### src/design/afr_pkg.sv
// Shared types, constants and helper functions for the audio channel router FIFO.
// Used by every module of the block; depends on nothing else.
`default_nettype none

package afr_pkg;

  localparam int CHANNELS    = 8;
  localparam int LANES       = 8;
  localparam int FIFO_DEPTH  = 4096;
  localparam int SAMPLE_BITS = 24;
  localparam int LIMIT_W     = 13;
  localparam int ROUTE_W     = 32;
  localparam int CFG_DATA_W  = 32;
  localparam int SLOT_W      = $clog2(FIFO_DEPTH);
  localparam int FILL_W      = $clog2(FIFO_DEPTH + 1);
  localparam int QUEUE_DEPTH = 4;
  localparam int QPTR_W      = $clog2(QUEUE_DEPTH);
  localparam int QCNT_W      = $clog2(QUEUE_DEPTH + 1);

  typedef logic signed [SAMPLE_BITS-1:0] sample_t;
  typedef sample_t [CHANNELS-1:0]        src_frame_t;
  typedef sample_t [LANES-1:0]           lane_frame_t;
  typedef logic [SLOT_W-1:0]             slot_t;
  typedef logic [FILL_W-1:0]             fill_t;
  typedef logic [FILL_W:0]               slot_sum_t;
  typedef logic [LIMIT_W-1:0]            limit_t;
  typedef logic [ROUTE_W-1:0]            route_t;
  typedef logic [QPTR_W-1:0]             qptr_t;
  typedef logic [QCNT_W-1:0]             qcnt_t;

  typedef enum logic {
    ACT_CAPTURE = 1'b0,
    ACT_OUTPUT  = 1'b1
  } action_e;

  typedef enum logic [1:0] {
    REG_MIX_ENABLE   = 2'd0,
    REG_ROUTE_MAP    = 2'd1,
    REG_BUFFER_LIMIT = 2'd2
  } cfg_reg_e;

  typedef struct packed {
    src_frame_t  src;
    lane_frame_t dest;
    logic        under;
    logic        ovf;
  } qentry_t;

  typedef struct packed {
    qcnt_t count;
    logic  empty;
    logic  full;
  } qstat_t;

  // Advances a ring slot by up to one full ring length.
  function automatic slot_t slot_add(slot_t s, fill_t n);
    slot_sum_t sum;
    sum = slot_sum_t'(s) + slot_sum_t'(n);
    if (sum >= slot_sum_t'(FIFO_DEPTH)) begin
      sum = sum - slot_sum_t'(FIFO_DEPTH);
    end
    return slot_t'(sum);
  endfunction

  function automatic sample_t sat_add(sample_t a, sample_t b);
    logic signed [SAMPLE_BITS:0] sum;
    sum = {a[SAMPLE_BITS-1], a} + {b[SAMPLE_BITS-1], b};
    if (sum[SAMPLE_BITS] != sum[SAMPLE_BITS-1]) begin
      return sum[SAMPLE_BITS] ? {1'b1, {(SAMPLE_BITS-1){1'b0}}}
                              : {1'b0, {(SAMPLE_BITS-1){1'b1}}};
    end
    return sample_t'(sum);
  endfunction

endpackage

`default_nettype wire

### src/design/afr_queue.sv
// Short transaction queue between the front end and the routing back end.
// Uses afr_pkg; register array with read and write pointers.
`default_nettype none

module afr_queue (
  input  wire logic             clk,
  input  wire logic             rst_n,
  input  wire logic             push,
  input  wire afr_pkg::qentry_t push_entry,
  input  wire logic             pop,
  output afr_pkg::qentry_t      head,
  output afr_pkg::qstat_t       stat
);

  afr_pkg::qentry_t entries_r [afr_pkg::QUEUE_DEPTH];
  afr_pkg::qptr_t   wr_ptr_r;
  afr_pkg::qptr_t   rd_ptr_r;
  afr_pkg::qcnt_t   count_r;

  always_ff @(posedge clk) begin
    if (!rst_n) begin
      wr_ptr_r <= '0;
      rd_ptr_r <= '0;
      count_r  <= '0;
    end else begin
      if (push) begin
        wr_ptr_r <= wr_ptr_r + afr_pkg::qptr_t'(1);
      end
      if (pop) begin
        rd_ptr_r <= rd_ptr_r + afr_pkg::qptr_t'(1);
      end
      if (push && !pop) begin
        count_r <= count_r + afr_pkg::qcnt_t'(1);
      end else if (pop && !push) begin
        count_r <= count_r - afr_pkg::qcnt_t'(1);
      end
    end
  end

  always_ff @(posedge clk) begin
    if (push) begin
      entries_r[wr_ptr_r] <= push_entry;
    end
  end

  assign head       = entries_r[rd_ptr_r];
  assign stat.count = count_r;
  assign stat.empty = (count_r == '0);
  assign stat.full  = (count_r == afr_pkg::qcnt_t'(afr_pkg::QUEUE_DEPTH));

endmodule

`default_nettype wire

### config.mk
export PLATFORM = sky130hd
export DESIGN_NAME = afr_queue
export DESIGN_NICKNAME = d
export VERILOG_FILES = /design/src/design/afr_pkg.sv /design/src/design/afr_queue.sv
export SDC_FILE = /design/constraint.sdc
export NUM_CORES = 1
export LEC_CHECK = 0
export BUFFER_PORTS_ARGS = -buffer_cell sky130_fd_sc_hd__buf_4
export CAP_MARGIN = 15
export CORE_MARGIN = 1.5
export CORE_UTILIZATION = 51
export CTS_CLUSTER_DIAMETER = 100
export DETAILED_ROUTE_END_ITERATION = 8
export PLACE_DENSITY_LB_ADDON = 0.3
export SYNTH_ARGS = -nofsm -noshare
export SYNTH_HDL_FRONTEND = slang
export SYNTH_SLANG_ARGS = --single-unit
### constraint.sdc
create_clock -name clk -period 9.75 [get_ports clk]
set_input_delay 0.4875 -clock clk [delete_from_list [all_inputs] [get_ports clk]]
set_output_delay 0.4875 -clock clk [all_outputs]
set_load 0.02 [all_outputs]
==> results of run 1 <==
-- metal layers --
metal  up-vias  wire [µm]  part of all wire [%]
li1      11540          -                     -
met1     14210      44570                    35
met2      1117      65900                    52
met3       299       8750                   6.9
met4        10       6916                   5.5
met5         -         61                 0.048
-- flip-flops by register name (all words and copies together), names as in the netlist, named ones only --
signal,cells
count_r,3
entries_r,1544
rd_ptr_r,2
wr_ptr_r,2
-- how the worst max path moves through the flow --
| stage | from | end | slack [ps] |
|---|---|---|---|
| final | flip-flop | head[353] | 4970 |
| after CTS | flip-flop | head[353] | 4760 |
| after global placement | flip-flop | head[353] | 5610 |
| after floorplan | wr_ptr_r[0]$_SDFFE_PN0P_ | entries_r[2][0]$_DFFE_PP_ | 4060 |
| after global routing | flip-flop | head[353] | 4530 |
| after detailed placement | flip-flop | head[353] | 5600 |
-- metrics by stage --
stage | setup slack [ps] | cell area, µm²
final | 4973 | 72170
after global routing | 4530 | 72160
after CTS | 4760 | 72090
after detailed placement | 5597 | 63440
after global placement | 5613 | 63440
after floorplan | 4059 | 56170
-- tightest hold or removal path, stage by stage --
cell and delay [ps]:
buf_4 120, xor2_1 80, and2_1 150
-- final cells by class --
class	instances	area share, %
diodes	24	0.08321
clock buffers	195	5.671
clock inverters	82	0.9552
inverters	4	0.02080
multi-input cells	416	12.41
flip-flops and latches	1553	64.50
well taps	1414	2.451
repair buffers	1187	13.91
-- power by group through the flow --
stage / sequential, mW / clock [mW] / combinational [mW]
CTS: 7.78 / 5.70 / 1.97
global route: 7.80 / 5.96 / 2.05
floorplan: 7.92 / 0 / 1.02
detailed placement: 7.92 / 0 / 1.81
finish: 7.77 / 5.61 / 1.95
global placement: 7.90 / 0 / 1.79
-- cells by family (layout without fill, tap and decap cells) --
kind of cell / after synthesis / in the layout / share of synthesized area, %
other: 0 / 24 / 0
multiplexers: 388 / 388 / 15.51
buffers and inverters: 90 / 1468 / 1.212
AO/OA/AOI/OAI: 2 / 2 / 0.02227
flip-flops: 1553 / 1553 / 82.87
AND/OR/NAND/NOR: 15 / 15 / 0.1626
adder cells (fa/ha/maj): 6 / 6 / 0.1470
XOR/XNOR: 5 / 5 / 0.07798
-- what timing repair did --
action	4_1_cts	5_1_grt
setup buffers	0	0
hold buffers	387	0
setup endpoints to repair	0	0
endpoints found under the hold margin	1552	0
-- cells in the final DEF (no fill, tap or decap), types with 2 or more instances in the layout --
master	synthesis	routed
buf_4	0	787
edfxtp_1	1544	1544
clkbuf_16	0	158
inv_16	0	4
inv_6	0	4
xor2_1	3	3
diode_2	0	24
clkinv_8	0	2
dfxtp_1	9	7
clkinvlp_4	0	2
dlygate4sd3_1	0	387
inv_8	0	3
clkinv_2	0	25
xnor2_1	2	2
bufinv_16	0	7
mux2i_1	2	2
dfxtp_4	0	2
inv_1	4	4
and2_4	0	4
mux4_2	386	386
buf_12	0	13
clkinv_1	0	34
clkbuf_1	7	37
ha_1	5	5
and2_1	9	5
nor2b_1	2	2
==> impl_metrics.yaml, run 1 <==
power:
  internal_power_mw: 11.75
  p_sw_share_pct: 23.36
  clkPwrFrac_pct: 36.6
  peakVddDrop_mv: 0.1936
  power_mw: 15.34
  p_seq_share_pct: 50.7
  pwr-share-comb_pct: 12.7
  p_switching_mw: 3.582
  power_density_mw_per_mm2: 212.5
  power.leakage_nw: 24.36
final_layout:
  multiInputGateArea_mm2: 0.008954
  nNetsFinal: 3712
  drive_above_1_share_pct: 40.68
  final_util_pct: 66.21
  syn_to_final_growth_pct: 28.50
  regArea_mm2: 0.04655
  fill_cells: 6733
  fin_cells: 4875
setup_path:
  cp_num_cells: 4
  cp_slowest_stage_delay_ps: 980
  required_ps: 9260
  cp.arrival_ps: 4290
  worstPathCellList: "buf_4 -> buf_12 -> mux4_2 -> buf_4"
  r2r_slack_ps: 6140
  critPathLaunchType: "flip-flop"
  slowest_stage: "dfxtp_4"
  reg2reg_to: "entries_r[2][257]$_DFFE_PP_"
  crit_type: "reg -> out"
  critPathBufInv: 3
  rr_worst_depth: 5
  cpMostUsedCell: "buf_4"
  worst-path-max-fanout: 116
  cp_top_family: "buffers and inverters"
  endpoint_kind: "output port"
  reg2reg_from: "wr_ptr_r[0]$_SDFFE_PN0P_"
logic_synthesis:
  yosys.area.top_type: "edfxtp_1"
  synth_area_per_cell_um2: 27.28
  synth_top_area_share_pct: 82.54
  yosysMostFrequentCell: "edfxtp_1"
  synth-seq-cells: 1553
  synth_edf_count: 1544
  syn_nets: 2455
  ys_warn_count: 0
  synth.distinct_cells: 20
  ys_top_cells_by_count: "1544 x edfxtp_1, 386 x mux4_2, 40 x buf_2"
  netlist_instances: 2059
  netlist_area_mm2: 0.05617
  ys_top_cells_by_area: "edfxtp_1 83%, mux4_2 15%, buf_6 0.78%"
  yosysSeqAreaShare_pct: 82.87
  yosys_most_used_dff: "edfxtp_1"
  synthArstFlopShare_pct: 0
clocking:
  postCtsResizedCells: 0
  cts_tree: "yes"
  clock_path_buffers: 3
  clk_pin_slew_worst_paths_ps: 60
  cts_buffers: 154
  clock_sinks: 1553
  ctsHtreeMaxLevel: 4
  clock_latency_ps: 750
  cts_root_buf: "clkbuf_16"
sta:
  rsz0062_at_grt: "no"
  worst_slew_pin_slew_ps: 1347
  clock_skew_ps: 34.24
  hold_viol: 0
  setup_viol: 0
  timing.hold.ws_ps: 118.4
  relSlewSlack_pct: 10.22
  slew_violations: 0
  finalCriticalPeriod_ps: 4777
  period_share_pct: 49.00
  setup-tns-final_ps: 0
  maxClockFrequency_mhz: 209.3
routing:
  drc_errors: 0
  vias: 27180
  drtPass1Iterations: 5
  drt_iter0_markers: 2079
  drt-vias-per-instance: 5.575
  ant_nets: 0
  wire_per_inst_um: 25.89
  wirelength_um: 126200
job:
  maxCapViolations: 0
floorplanning:
  placementRows: 121
  start_util_pct: 51.53
  ios: 781
  die_h_um: 334.9
  dieArea_mm2: 0.1121
  die_x_um: 334.9
  core_area_mm2: 0.1090
global_routing:
  grt_pass1_vias: 29180
  grt_antenna_before_repair: 27
  overflow: 0
  grt.busiest_layer: "met2"
  grt_pass1_wl_um: 185300
  track_usage_pct: 22.46
  grtUsageMet1_pct: 26.64
  grt_max_degree: 160
  use_met3_pct: 5.615
  use_met2_pct: 37.91
hold_path:
  hold_path.startpoint: "pop"
  hp-class: "in -> reg"
  holdPathStages: 3
placement:
  port_buffers: 780
  gp_congestion: 0.8064
  place_hpwl_um: 74790
  post-place-cells: 4186
run_status:
  status: "finished, final reports clean"
Power figures use the tool's default switching activity.
==> run 2: changes to the inputs <==
- clock period: 9.75 -> 4.5 ns (I/O delays scaled with it)
==> run 2 against run 1 <==
Effect of this change:
- clock-buffer cell count fell by 7
- hold slack improved by 100 ps
- clock skew fell by 6.6 ps
- via count rose by 0.24%
- combinational power rose by 120%
- critical path depth did not move
- sequential share of layout area fell by 0.58 points
- largest cell class unchanged
==> impl_metrics.yaml, run 2 (same netlist as run 1, synthesis figures left out) <==
setup_path:
  cp.arrival_ps: 3010
  critPathLaunchType: "flip-flop"
  cp_slowest_stage_delay_ps: 770
  endpoint_kind: "output port"
  required_ps: 4280
  slowest_stage: "dfxtp_4"
  worst-path-max-fanout: 27
  cpMostUsedCell: "buf_4"
  cp_num_cells: 4
  critPathBufInv: 3
  crit_type: "reg -> out"
  cp_top_family: "buffers and inverters"
  worstPathCellList: "buf_12 -> buf_4 -> mux4_2 -> buf_4"
  rr_worst_depth: 4
hold_path:
  hp-class: "in -> reg"
  holdPathStages: 2
sta:
  relSlewSlack_pct: 30.02
  setup_viol: 0
  finalCriticalPeriod_ps: 3238
  hold_viol: 0
  slew_violations: 0
  maxClockFrequency_mhz: 308.8
  period_share_pct: 71.97
  final.setup.worst_slack_ps: 1262
  clock_skew_ps: 27.66
  rsz0062_at_grt: "no"
  setup-tns-final_ps: 0
  worst_slew_pin_slew_ps: 1050
clocking:
  ctsHtreeMaxLevel: 4
  clock_sinks: 1553
  clock_latency_ps: 740
  clock_path_buffers: 3
  cts_root_buf: "clkbuf_16"
  clk_pin_slew_worst_paths_ps: 60
  cts_tree: "yes"
  cts_buffers: 154
floorplanning:
  ios: 781
  core_area_mm2: 0.1090
  die_x_um: 334.9
  placementRows: 121
  start_util_pct: 51.53
  dieArea_mm2: 0.1121
  die_h_um: 334.9
routing:
  drtPass1Iterations: 5
  ant_nets: 0
  drc_errors: 0
  drt_iter0_markers: 1856
  wirelength_um: 129500
  drt-vias-per-instance: 5.571
  vias: 27240
  wire_per_inst_um: 26.48
global_routing:
  overflow: 0
  grt_pass1_wl_um: 190100
  grt_max_degree: 124
  use_met3_pct: 5.939
  track_usage_pct: 23.14
  grt.busiest_layer: "met2"
  grtUsageMet1_pct: 27.13
  grt_pass1_vias: 29620
  grt_antenna_before_repair: 17
  use_met2_pct: 39.91
power:
  power.leakage_nw: 24.65
  power_density_mw_per_mm2: 464.7
  peakVddDrop_mv: 0.4178
final_layout:
  final_util_pct: 66.81
  final_cell_mix: "1544 x edfxtp_1, 793 x buf_4, 390 x dlygate4sd3_1, 386 x mux4_2, 160 x clkbuf_16"
  largest_reg_flops: 1544
  drive_above_1_share_pct: 41.32
  regMostFlops: "entries_r"
  finalInstanceArea_mm2: 0.07283
  syn_to_final_growth_pct: 29.66
  largestRegisters: "entries_r: 1544 flops, count_r: 3 flops"
  nNetsFinal: 3739
  fill_cells: 6645
  layout_commonest_cell: "edfxtp_1"
placement:
  gp_congestion: 0.8261
  port_buffers: 780
  post_dp_cell_area_mm2: 0.06386
  place_hpwl_um: 77790
  dp_slack_ps: 1984
job:
  maxCapViolations: 0
run_status:
  status: "finished, final reports clean"
run 2: cell types whose count changed in the layout (fill, tap and decap cells not counted), sizes merged:
cell / change
buf: +24
bufinv: +10
clkbuf: -7
clkinv: -3
clkinvlp: +4
diode: -9
dlygate4sd3: +3
inv: -7
run 2: what timing repair did:
| action | in CTS | in global routing |
|---|---|---|
| endpoints found under the hold margin | 1553 | 0 |
| setup buffers | 0 | 0 |
| gates resized for setup | 0 | 0 |
| hold buffers | 390 | 0 |
| setup endpoints to repair | 0 | 0 |
run 2: final timing paths:
path	start	to	slack, ps
worst min register to register	wr_ptr_r[1]$_SDFFE_PN0P_	wr_ptr_r[1]$_SDFFE_PN0P_	570
worst min-delay path	push_entry[162]	entries_r[3][162]$_DFFE_PP_	220
worst max register to register	wr_ptr_r[0]$_SDFFE_PN0P_	entries_r[2][302]$_DFFE_PP_	2050
worst max-delay path	flip-flop	head[121]	1260
run 2: per-stage QoR:
stage / total power [mW] / instances / hold slack [ps]
finish: 33.85 / 4890 / 218.6
detailed placement: 21.13 / 4211 / 427.5
floorplan: 19.32 / 2059 / 323.9
global route: 34.85 / 4889 / 176.9
CTS: 34.07 / 4875 / 150.8
global placement: 21.03 / 4211 / 422.6
run 2: power breakdown:
part | switching, mW | leakage, nW | total, mW | internal (mW)
logic | 2.33 | 7.96 | 4.30 | 1.97
clock network | 5.24 | 2.44 | 12.7 | 7.47
registers | 0.195 | 14.3 | 16.8 | 16.6
total | 7.76 | 24.7 | 33.8 | 26.1
run 2: routing by layer:
| metal | part of all wire, % | wire [µm] |
|---|---|---|
| met1 | 35 | 45570 |
| met2 | 53 | 68360 |
| met3 | 7.1 | 9202 |
| met4 | 4.9 | 6327 |
| met5 | 0.019 | 24 |
run 2: layout make-up:
type                            count  area [µm²]  area share, %
Tap cell                         1414        1769          2.429
Clock inverter                     86       915.9          1.258
Clock buffer                      188        4109          5.642
Inverter                            4       15.01        0.02062
Multi-Input combinational cell    416        8954          12.29
Antenna cell                       15       37.54        0.05154
Timing Repair Buffer             1214       10480          14.39
Sequential cell                  1553       46550          63.92
==> run 3: changes to the inputs <==
- clock period: 4.5 -> 3.1 ns (I/O delays scaled with it)
==> run 3 against run 2 <==
Effect of this change:
- register-to-register slack worse by 1000 ps
- sequential power increased by 45%
- wire length is 0.63% lower
- hold slack lost 75 ps
- clock-buffer cell count is 2 higher
- critical path depth unchanged
- core utilization is 0.44 points higher
- flip-flop and latch count stayed put
- die area did not move
- first-iteration DRC count grew 6.1%
- global-route usage fell by 0.22 points
- cell area increased by 0.66%
- critical path type unchanged
==> impl_metrics.yaml, run 3 (same netlist as run 1, synthesis figures left out) <==
clocking:
  cts_root_buf: "clkbuf_16"
  postCtsResizedCells: 0
  postCtsHoldBufs: 390
  ctsHtreeMaxLevel: 4
  cts_tree: "yes"
  clock_path_buffers: 3
  cts_buffers: 157
  clk_pin_slew_worst_paths_ps: 70
  cts_setup_buffers: 0
  clock_latency_ps: 740
  clock_sinks: 1553
placement:
  gp_congestion: 0.8025
  port_buffers: 780
  post-place-cells: 4247
  dp_slack_ps: 990.1
  post_dp_cell_area_mm2: 0.06415
  place_hpwl_um: 79450
routing:
  ant_nets: 0
  top_layer: "met5"
  drt_iter0_markers: 1969
  wl_met1_um: 45700
  vias: 27520
  dr_wl_met2_um: 67720
  drt-vias-per-instance: 5.566
  routed-wl-met3_um: 9207
  drc_errors: 0
  drtPass1Iterations: 5
  wire_per_inst_um: 26.02
  wirelength_um: 128700
setup_path:
  required_ps: 2940
  critPathLaunchType: "flip-flop"
  crit_type: "reg -> out"
  worst-path-max-fanout: 27
  endpoint_kind: "output port"
  cp.arrival_ps: 2680
final_layout:
  drive_above_1_share_pct: 42.09
  fin_cells: 4944
  fill_cells: 6583
  layout_commonest_cell: "edfxtp_1"
  largest_reg_flops: 1544
  nNetsFinal: 3778
  final_util_pct: 67.26
  regMostFlops: "entries_r"
  largestRegisters: "entries_r: 1544 flops, count_r: 3 flops"
  syn_to_final_growth_pct: 30.52
  finalInstanceArea_mm2: 0.07331
  final_cell_mix: "1544 x edfxtp_1, 828 x buf_4, 390 x dlygate4sd3_1, 386 x mux4_2, 162 x clkbuf_16"
global_routing:
  overflow: 0
  grt_antenna_before_repair: 20
  grt_pass1_vias: 29820
  grt_pass1_wl_um: 188400
  track_usage_pct: 22.92
  grt_max_degree: 104
hold_path:
  hp-class: "in -> reg"
power:
  power.leakage_nw: 24.94
  peakVddDrop_mv: 0.7879
  power_density_mw_per_mm2: 676.8
run_status:
  status: "finished, final reports clean"
job:
  maxCapViolations: 0
sta:
  setup-tns-final_ps: 0
  finalCriticalPeriod_ps: 2839
  clock_skew_ps: 27.63
  final.setup.worst_slack_ps: 261.2
  setup_viol: 0
  slew_violations: 0
  maxClockFrequency_mhz: 352.3
  worst_slew_pin_slew_ps: 783.1
  hold_viol: 0
  period_share_pct: 91.57
  rsz0062_at_grt: "no"
  relSlewSlack_pct: 47.80
floorplanning:
  ios: 781
  start_util_pct: 51.53
  die_x_um: 334.9
  die_h_um: 334.9
  placementRows: 121
  core_area_mm2: 0.1090
  dieArea_mm2: 0.1121
-- run 3: cell count changes in the layout (fill, tap and decap cells not counted), sizes merged --
| cell | change |
|---|---|
| clkinvlp | -3 |
| diode | +6 |
| clkbuf | +2 |
| inv | +3 |
| bufinv | +2 |
| clkinv | +8 |
| buf | +36 |
-- run 3: final timing paths --
kind / from / end / slack [ps] / depth (start not counted)
hold reg to reg: wr_ptr_r[1]$_SDFFE_PN0P_ / wr_ptr_r[1]$_SDFFE_PN0P_ / 570 / 2
hold / removal: push_entry[175] / entries_r[3][175]$_DFFE_PP_ / 140 / 2
setup / recovery: flip-flop / head[180] / 260 / 4
setup reg to reg: wr_ptr_r[0]$_SDFFE_PN0P_ / entries_r[2][219]$_DFFE_PP_ / 1000 / 4
-- run 3: metrics by stage --
| stage | hold slack, ps | power [mW] |
|---|---|---|
| 2_1_floorplan | 253.9 | 28.05 |
| 3_3_place_gp | 352.6 | 30.54 |
| 3_5_place_dp | 358.1 | 30.71 |
| 4_1_cts | 71.55 | 49.95 |
| 5_1_grt | 98.02 | 51.10 |
| 6_report | 143.9 | 49.62 |
-- run 3: area by class of cell --
cell class	count	area [µm²]	share of cell area, %
clock buffers	190	4159	5.673
clock inverters	96	1049	1.430
repair buffers	1250	10760	14.68
multi-input cells	416	8954	12.21
well taps	1414	1769	2.413
inverters	4	15.01	0.02048
flip-flops and latches	1553	46550	63.50
diodes	21	52.55	0.07168
-- run 3: power by group --
part	switching, mW	internal, mW
sequential	0.246	24.2
combinational	3.43	2.90
clock	7.72	11.2
-- run 3: critical path, stage by stage, from the launching register on --
cell and delay [ps]:
dfxtp_4 370, buf_12 230, buf_4 490, mux4_2 630
buf_4 190
-- run 3: metal layers --
metal	global-route usage (%)	up-vias
met5	0	-
met4	10.96	4
met3	5.846	288
met2	39.26	1119
met1	27.19	14440
li1	-	11670
